[config.mk]
export PLATFORM = sky130hd
export DESIGN_NAME = pdh_ctrl
export DESIGN_NICKNAME = d
export VERILOG_FILES = /design/src/design/pdh_pkg.sv /design/src/design/pdh_ctrl.sv
export VERILOG_INCLUDE_DIRS = /design/src /design/src/design
export SDC_FILE = /design/constraint.sdc
export NUM_CORES = 1
export LEC_CHECK = 0
export BUFFER_PORTS_ARGS = -buffer_cell sky130_fd_sc_hd__clkbuf_2
export CORE_AREA = 2 2 39 41
export DETAILED_ROUTE_END_ITERATION = 6
export DIE_AREA = 0 0 41 43
export HOLD_SLACK_MARGIN = 0.05
export SYNTH_ARGS = -nofsm -noshare
export SYNTH_HDL_FRONTEND = slang
export SYNTH_SLANG_ARGS = --single-unit
[constraint.sdc]
create_clock -name clk -period 2.7 [get_ports clk]
set_input_delay 0.135 -clock clk [delete_from_list [all_inputs] [get_ports clk]]
set_output_delay 0.135 -clock clk [all_outputs]
set_load 0.01 [all_outputs]
[src/design/assert_macros.svh]
// Assertion helper macros
`ifndef ASSERT_MACROS_SVH
`define ASSERT_MACROS_SVH
// Implication checked on every clock edge outside reset
`define ASSERT_IMPL(label, clk, rst_n, ante, cons, msg) \
	label: assert property (@(posedge clk) disable iff (!rst_n) (ante) |-> (cons)) \
		else $error(msg);
// Next-cycle implication
`define ASSERT_NEXT(label, clk, rst_n, ante, cons, msg) \
	label: assert property (@(posedge clk) disable iff (!rst_n) (ante) |=> (cons)) \
		else $error(msg);
`endif

[src/design/pdh_pkg.sv]
`timescale 1ns / 1ps
// ---------------------------------------------------------------------------
// pdh_pkg
// Shared constants and command/status types for the pair distance histogram.
// ---------------------------------------------------------------------------
package pdh_pkg;
	localparam int FIELD_BITS  = 16;
	localparam int COORD_BITS  = 16;
	localparam int IDX_BITS    = 6;
	localparam int CNT_BITS    = 19;
	localparam int WIDTH_RESET = 500;
	localparam int ADDR_BITS   = 1;
	localparam logic [ADDR_BITS-1:0] REG_BUCKET_WIDTH = 1'b0;

	typedef struct packed {
		logic load;      // write incoming point
		logic clr_cnt;   // clear point count
		logic pair_init; // i=0, j=1
		logic pair_step; // issue pair, advance indices
		logic dump_init;
		logic dump_step;
	} pdh_cmd_t;

	typedef struct packed {
		logic pairs_none;  // fewer than two points
		logic pairs_done;  // current pair is the last
		logic pipe_empty;  // nothing in flight
		logic dump_last;   // last bucket being offered
	} pdh_sts_t;
endpackage

[src/design/pdh_ctrl.sv]
`timescale 1ns / 1ps
// ---------------------------------------------------------------------------
// pdh_ctrl
// Sequencer: load points, walk pairs, drain pipeline, emit histogram.
// ---------------------------------------------------------------------------
module pdh_ctrl
	import pdh_pkg::*;
(
	input  logic     clk,
	input  logic     arst_n,
	input  logic     in_valid,
	input  logic     in_last,
	input  logic     out_ready,
	input  pdh_sts_t sts,
	output pdh_cmd_t cmd,
	output logic     out_valid
);
	`include "assert_macros.svh"

	localparam logic [2:0] S_LOAD  = 3'd0;
	localparam logic [2:0] S_PAIR  = 3'd1;
	localparam logic [2:0] S_DRAIN = 3'd2;
	localparam logic [2:0] S_DUMP  = 3'd3;
	localparam logic [2:0] S_START = 3'd4;

	logic [2:0] state_q;

	always_comb begin
		cmd = '0;
		out_valid = 1'b0;
		unique case (state_q)
			S_LOAD: begin
				cmd.load = 1'b1;
			end
			S_START: begin
				cmd.pair_init = 1'b1;
			end
			S_PAIR: begin
				cmd.pair_step = !sts.pairs_none;
			end
			S_DRAIN: begin
				cmd.dump_init = sts.pipe_empty;
			end
			S_DUMP: begin
				out_valid = 1'b1;
				cmd.dump_step = out_ready;
				cmd.clr_cnt = out_ready && sts.dump_last;
			end
			default: begin
			end
		endcase
	end

	always_ff @(posedge clk or negedge arst_n) begin
		if (!arst_n) begin
			state_q <= S_LOAD;
		end else begin
			unique case (state_q)
				S_LOAD:  if (in_valid && in_last) state_q <= S_START;
				S_START: state_q <= S_PAIR;
				S_PAIR:  if (sts.pairs_none || sts.pairs_done) state_q <= S_DRAIN;
				S_DRAIN: if (sts.pipe_empty) state_q <= S_DUMP;
				S_DUMP:  if (out_ready && sts.dump_last) state_q <= S_LOAD;
				default: state_q <= S_LOAD;
			endcase
		end
	end

	`ASSERT_IMPL(a_one_phase, clk, arst_n, 1'b1,
		$countones({cmd.load, cmd.pair_step, cmd.dump_step}) <= 1, "overlapping phases")
	`ASSERT_NEXT(a_start_pair, clk, arst_n, state_q == S_START, state_q == S_PAIR,
		"start not followed by pair walk")
endmodule
Word level (Yosys, flattened, before mapping):

Index checks and enable logic that the tools add are counted.

* bits in registers: 3
* output and inout bits: 7
* word-level logic and storage cells: 27

* equality and inequality tests: 8
* mux-type cells: 12
* reductions and logical operators: 6

Operators with widths (count)
* case mux 3 bit (5 select lines): 1
* 2-to-1 mux 3 bit: 4
* inequality test 2 bit (second input constant): 4
* 2-to-1 mux 1 bit: 7
* equality test 3 x 2 -> 1 bit (second input constant): 2
* AND reduction 4 bit: 1
* equality test 3 x 1 -> 1 bit (second input constant): 1
* equality test 3 bit (second input constant): 1
* logical NOT 3 bit: 1
* logical AND 1 bit: 2
* logical NOT 1 bit: 1
* logical OR 1 bit: 1

Longest topological paths before layout:

Gate-level depths: netlist (run 1).

* depth after elaboration: 3
* mapped depth: 4
* depth with buffers taken out: 3

Worst setup path after synthesis (run 1):

OpenSTA, ideal clock, no wires.

* path kind: register to register
* start point: register state_q[1]
* end point: register state_q[0]
* data arrival time: 1028 ps
* setup slack: 1594 ps
* cell stages (with the launch flop): 4
* clock period less this slack: 1106 ps
* cell sequence: dfrtp_1 > buf_2 > nor3b_1 > o21bai_1

* cells in the longest elaborated chain, start to end: 3
* elaborated cells between the ends (all ways): 11
* classes of those cells: eq/ne: 8; mux: 1; reduce/logical: 2

Ends and longest elaborated chain
* start, declared: line pdh_ctrl.sv:26 `logic [2:0] state_q;`
* start signal, assigned: line pdh_ctrl.sv:56 `state_q <= S_LOAD;`
* start signal, assigned: line pdh_ctrl.sv:59 `S_LOAD: if (in_valid && in_last) state_q <= S_START;`
* start signal, assigned: line pdh_ctrl.sv:60 `S_START: state_q <= S_PAIR;`
* equality test 3 x 2 -> 1 bit, or another cell as far along: line pdh_ctrl.sv:58 `unique case (state_q)`
* inequality test 2 bit (no source line)
* AND reduction 4 bit (no source line)

Several ways; a longest one is shown, not always the timed one.
A chain may end at the register's enable or synchronous reset.

==> results.toml, run 1 <==
[run_status]
status = "finished clean"

[sta]
skew_ps = 0.8994
grt_setup_unrepaired = "no"
slew_headroom_pct = 81.75
fmax_mhz = 696.3
hold_viol = 0
setup_tns_ps = 0
worstMarginPinSlew_ps = 273.8
finalCritPeriodShare_pct = 53.19
finalSetupViolations = 0
finalMaxSlewViolations = 0
period_needed_ps = 1436

[synthesis]
synth_cell_types = 17
synth_top_area_share_pct = 35.29
avgSynthCellArea_sq_um = 9.668
synth_area_leader_cell = "dfrtp_1"
yosys-top-cells-count = "and3_1, dfrtp_1, nor3b_1"
syn_inst = 22
ys_top_cells_by_area = "dfrtp_1, and3_1, nor3b_1, nor4b_2, nor2b_4"
yosys_warnings = 0
synth_nets = 31
synth_edf_count = 0
synth.cell_area_sq_um = 212.7
yosysSeqAreaShare_pct = 35.29
synth_top_flop_cell = "dfrtp_1"
async_flop_share_pct = 100.0
synth_seq_cells = 3

[worst_setup_path]
setup.worst_path.end_class = "output port"
cp_max_fo = 8
r2r_start = "state_q[0]"
startpoint = "state_q[0]"
start_kind = "register"
cpPeakStageDelay_ps = 430
crit_cells = 4
r2r_cells = 3
crit_buf_inv = 1
worstPathCellList = "nor2b_4 -> and2_2 -> and3_1 -> clkbuf_2"
r2r_setup_slack_ps = 1560
path_delay_family = "simple AND/OR/NAND/NOR gates"
worstPathRequired_ps = 2570
crit_type = "reg2out"
arrival_ps = 1300
cp-endpoint = "cmd[4]"
crit_slowest_cell = "dfrtp_1"
reg2reg_to = "state_q[0]"

[detailed_routing]
vias = 230
post-route-drc-count = 0
viasPerCell = 4.035
drt_iter0_drc = 9
ant_nets = 0
wire_per_inst_um = 8.807
drt_first_pass_iters = 3
finalWirelength_um = 502

[clock_tree]
root_buffer = "clkbuf_4"
cts_made_buffers = 3
cts_resized = 0
cts_tree = "yes"
clk_pin_slew_ps = 30
clock_latency_ps = 230
cts_buffer_depth = 2
cts_num_sinks = 3
htree_levels = 1

[place]
portBuffers = 15
place.gp.congestion = 0.6538

[final_layout]
seq_area_sq_um = 75.07
multi_input_area_sq_um = 132.6
fin_util_pct = 24.50
layout.nets = 51
n_fill_cell = 158
layout-drive-gt1-share_pct = 56.10
largest_registers = "state_q: 3 flops"
regMostFlops = "state_q"
diodes = 0
area_delta_synth_final_pct = 59.41
largest_reg_flops = 3

[die]
rows = 14
initial_core_util_pct = 15.37
die_w_um = 41
die_h_um = 43
ios = 16
coreArea_sq_mm = 0.001384
dieArea_sq_mm = 0.001763

[global_route]
grt_max_degree = 11
grt_use_total_pct = 5.930
grt_pass1_vias = 185
grt_pass1_wl_um = 683
antenna_found_initial = 0
grt_overflow_total = 0

[flow_run]
cap_viol_max_count = 0

[power]
ir_worst_vdd_mv = 0.2731
p_leak_uw = 0.0001731
power_density_mw_per_mm2 = 848.7

[hold_path]
worstHoldPathType = "in2reg"
routing by layer:
layer	global-route usage (%)	up-vias	wire length (um)
li1	-	119	-
met1	8.065	98	253
met5	0	-	0
met3	4.712	0	49
met4	2.000	0	0
met2	6.875	13	199
final cells by class:
type | instances | area share, %
clock buffers | 4 | 7.749
flip-flops and latches | 3 | 22.14
multi-input cells | 18 | 39.11
well taps | 16 | 5.904
repair buffers | 16 | 25.09
what timing repair did:
action,CTS,global route
buffers inserted,0,0
endpoints found under the setup margin,0,0
hold buffers,1,0
hold endpoints to repair,3,0
placed cells by master, fill, tap and decap left out:
master and count:
and4bb_2 1, or2_0 1, and3_1 3, a21oi_1 1
clkbuf_2 15, nor2b_4 1, nand3_1 1, clkbuf_4 3
o21ai_0 1, dfrtp_1 3, nor4b_2 1, and2_2 1
clkbuf_1 1, or2_2 1, nor3_1 1, nor3b_1 2
dlygate4sd3_1 1, o21bai_1 1, nand2_1 1, a31oi_1 1
kinds of logic after synthesis:
kind of cell	Yosys count	share of synthesized area (%)
AO/OA/AOI/OAI	4	11.18
flip-flops	3	35.29
AND/OR/NAND/NOR	14	51.17
buffers and inverters	1	2.351
worst min-delay path by stage:
stage	from	to	cells past startpoint
after global placement	arst_n	state_q[1]	1
after CTS	in_last	state_q[2]	2
after detailed placement	arst_n	state_q[1]	1
after floorplan	arst_n	state_q[0]	0
after global routing	in_last	state_q[2]	2
final	in_last	state_q[2]	2
per-stage QoR:
| stage | hold slack, ps | cell area [sq um] | power, uW | std cells | setup WS, ps |
|---|---|---|---|---|---|
| floorplan | -160.6 | 212.7 | 170.9 | 22 | 1594 |
| global placement | -64.63 | 302.8 | 208.7 | 52 | 1526 |
| detailed placement | -65.13 | 302.8 | 212.7 | 52 | 1501 |
| CTS | 128.6 | 339.1 | 295.0 | 57 | 1249 |
| global route | 138.6 | 339.1 | 314.8 | 57 | 1211 |
| finish | 137.7 | 339.1 | 287.8 | 57 | 1264 |
report_power, final:
| part | leakage (uW) | internal [uW] | switching (uW) |
|---|---|---|---|
| clock network | 0.0000150 | 55.3 | 21.5 |
| registers | 0.0000386 | 61.5 | 33.6 |
| logic | 0.000120 | 65.5 | 50.3 |
(Power assumes the default switching activity.)
==> run 2: changes to the inputs <==
--- a/config.mk
+++ b/config.mk
@@ -6,6 +6,7 @@
 export SDC_FILE = /design/constraint.sdc
 export NUM_CORES = 1
 export LEC_CHECK = 0
+export ABC_AREA = 1
 export BUFFER_PORTS_ARGS = -buffer_cell sky130_fd_sc_hd__clkbuf_2
 export CORE_AREA = 2 2 39 41
 export DETAILED_ROUTE_END_ITERATION = 6
==> constraint.sdc (replaced) <==
create_clock -name clk -period 1.5 [get_ports clk]
set_input_delay 0.075 -clock clk [delete_from_list [all_inputs] [get_ports clk]]
set_output_delay 0.075 -clock clk [all_outputs]
set_load 0.01 [all_outputs]
==> run 2 against run 1 <==
Net effect: power grew 110%; sequential power grew 48%; combinational power grew to 2.6 times the previous value; clock power grew 90%; register-to-register slack lost 1200 ps; clock skew grew 3.0 ps; synthesized cell count grew 91%; sequential share of layout area shrank 2.0 points; routed wire length grew 21%.
==> results.toml, run 2 <==
[run_status]
status = "finished clean"

[worst_setup_path]
crit_buf_inv = 1
start_kind = "register"
crit_slowest_cell = "dfrtp_1"
crit_cells = 4
path_delay_family = "simple AND/OR/NAND/NOR gates"
r2r_cells = 6
cpPeakStageDelay_ps = 400
crit_top_cell = "nor2_1"
cp_max_fo = 4
crit_type = "reg2out"
worstPathRequired_ps = 1420
worstPathCellList = "nor2_1 -> nand2_1 -> nor2_1 -> clkbuf_2"
arrival_ps = 1200
setup.worst_path.end_class = "output port"

[clock_tree]
clock_latency_ps = 240
cts_num_sinks = 3
cts_resized = 0
cts_made_buffers = 3
htree_levels = 1
cts_tree = "yes"
root_buffer = "clkbuf_4"
cts_buffer_depth = 2
clk_pin_slew_ps = 40

[sta]
hold_slack_ps = 165.4
period_needed_ps = 1274
hold_viol = 0
fmax_mhz = 784.9
finalMaxSlewViolations = 0
skew_ps = 3.872
setup_tns_ps = 0
finalSetupViolations = 0
slew_headroom_pct = 83.27
finalCritPeriodShare_pct = 84.94
worstMarginPinSlew_ps = 250.0
grt_setup_unrepaired = "no"

[hold_path]
worstHoldPathType = "in2async"

[detailed_routing]
drt_iter0_drc = 5
post-route-drc-count = 0
drt_first_pass_iters = 4
ant_nets = 0
wire_per_inst_um = 7.795
viasPerCell = 4.154
finalWirelength_um = 608
vias = 324

[synthesis]
synth_top_area_share_pct = 31.09
yosys_warnings = 0
synth_nets = 51
synth_top_flop_cell = "dfrtp_1"
synth_seq_cells = 3
synth_edf_count = 0
syn_inst = 42
async_flop_share_pct = 100.0
synth.cell_area_sq_um = 241.5
ys_top_cells_by_area = "dfrtp_1, nand2_1, nor2_1, inv_1, nand3_1"
yosysSeqAreaShare_pct = 31.09
yosys-top-cells-count = "nand2_1, nor2_1, inv_1, dfrtp_1, nand3_1"
yosysMostFrequentCell = "nand2_1"
synth_area_leader_cell = "dfrtp_1"
synth_cell_types = 10
avgSynthCellArea_sq_um = 5.750

[die]
dieArea_sq_mm = 0.001763
die_w_um = 41
die_h_um = 43
rows = 14
coreArea_sq_mm = 0.001384
ios = 16
initial_core_util_pct = 17.45

[flow_run]
cap_viol_max_count = 0

[final_layout]
area_delta_synth_final_pct = 54.40
layout.nets = 72
final_common_cell = "clkbuf_2"
final_cell_mix = "clkbuf_2, nand2_1, nor2_1"
layout-drive-gt1-share_pct = 33.87
n_fill_cell = 167
multi_input_area_sq_um = 140.1
postLayoutCellArea_sq_um = 372.9
largest_reg_flops = 3
largest_registers = "state_q: 3 flops"
fin_util_pct = 26.94
diodes = 0
regMostFlops = "state_q"
seq_area_sq_um = 75.07

[power]
power_density_mw_per_mm2 = 1583
ir_worst_vdd_mv = 0.4270
p_leak_uw = 0.0002302

[global_route]
grt_pass1_vias = 307
grt_use_total_pct = 9.045
grt_overflow_total = 0
grt_max_degree = 6
antenna_found_initial = 0
grt_pass1_wl_um = 1021

[place]
place.gp.congestion = 0.8591
place_area_sq_um = 336.6
hpwl_um = 503.9
portBuffers = 15
[run 2: cell count changes after synthesis, moves of 2 or more]
cell / before / now
and2_1: 0 / 2
nand2_1: 1 / 14
nor3b_1: 2 / 0
and3_1: 3 / 0
nor2_1: 0 / 9
inv_1: 0 / 7
nand3_1: 1 / 3
[run 2: worst reg2reg max path: stages (launching register included)]
cell and delay, ps:
dfrtp_1 400, nor2_1 230, nand3_1 130, nand2_1 110, nor2_1 60, nand2_1 60
nand2_1 50
[run 2: per-layer routing]
layer / vias up / GRT usage [%] / share of wire (%)
li1: 164 / - / -
met1: 152 / 8.710 / 38
met2: 6 / 14.06 / 56
met3: 2 / 3.141 / 5.1
met4: 0 / 8.000 / 0.66
met5: - / 0 / 0
[run 2: logic make-up after synthesis]
| group | share of synthesized area [%] |
|---|---|
| buffers and inverters | 10.88 |
| AOI/OAI and AO/OA | 3.628 |
| and+or+nand+nor | 54.40 |
| DFF | 31.09 |
[run 2: path summary, 6_finish.rpt]
check,startpoint,slack (ps),endpoint
max reg2reg,state_q[2],370,state_q[1]
max in group asynchronous,arst_n,1230,state_q[0]
min,arst_n,170,state_q[1]
min reg2reg,state_q[1],640,state_q[2]
max,state_q[2],230,cmd[2]
min in group clk,in_last,210,state_q[2]
[run 2: timing repair]
action | 4_1_cts | 5_1_grt
setup buffers | 0 | 0
hold buffers | 1 | 0
endpoints found under the hold margin | 3 | 0
[run 2: cell type report]
type	count	area share (%)
Multi-Input combinational cell	32	37.58
Clock buffer	4	7.047
Inverter	7	7.047
Timing Repair Buffer	16	22.82
Tap cell	16	5.369
Sequential cell	3	20.13
[run 2: stage by stage]
| step | total power, uW | setup WS, ps | std cells |
|---|---|---|---|
| 2_1_floorplan | 351.9 | 502.6 | 42 |
| 3_3_place_gp | 440.2 | 396.4 | 73 |
| 3_5_place_dp | 445.7 | 366.2 | 73 |
| 4_1_cts | 599.0 | 207.1 | 78 |
| 5_1_grt | 651.4 | 66.60 | 78 |
| 6_report | 590.1 | 225.9 | 78 |
[run 2: report_power, final]
| part | switching [uW] | total [uW] | internal [uW] |
|---|---|---|---|
| combinational | 188 | 303 | 115 |
| clock | 46.0 | 146 | 99.9 |
| sequential | 28.3 | 141 | 113 |
| total | 263 | 590 | 328 |
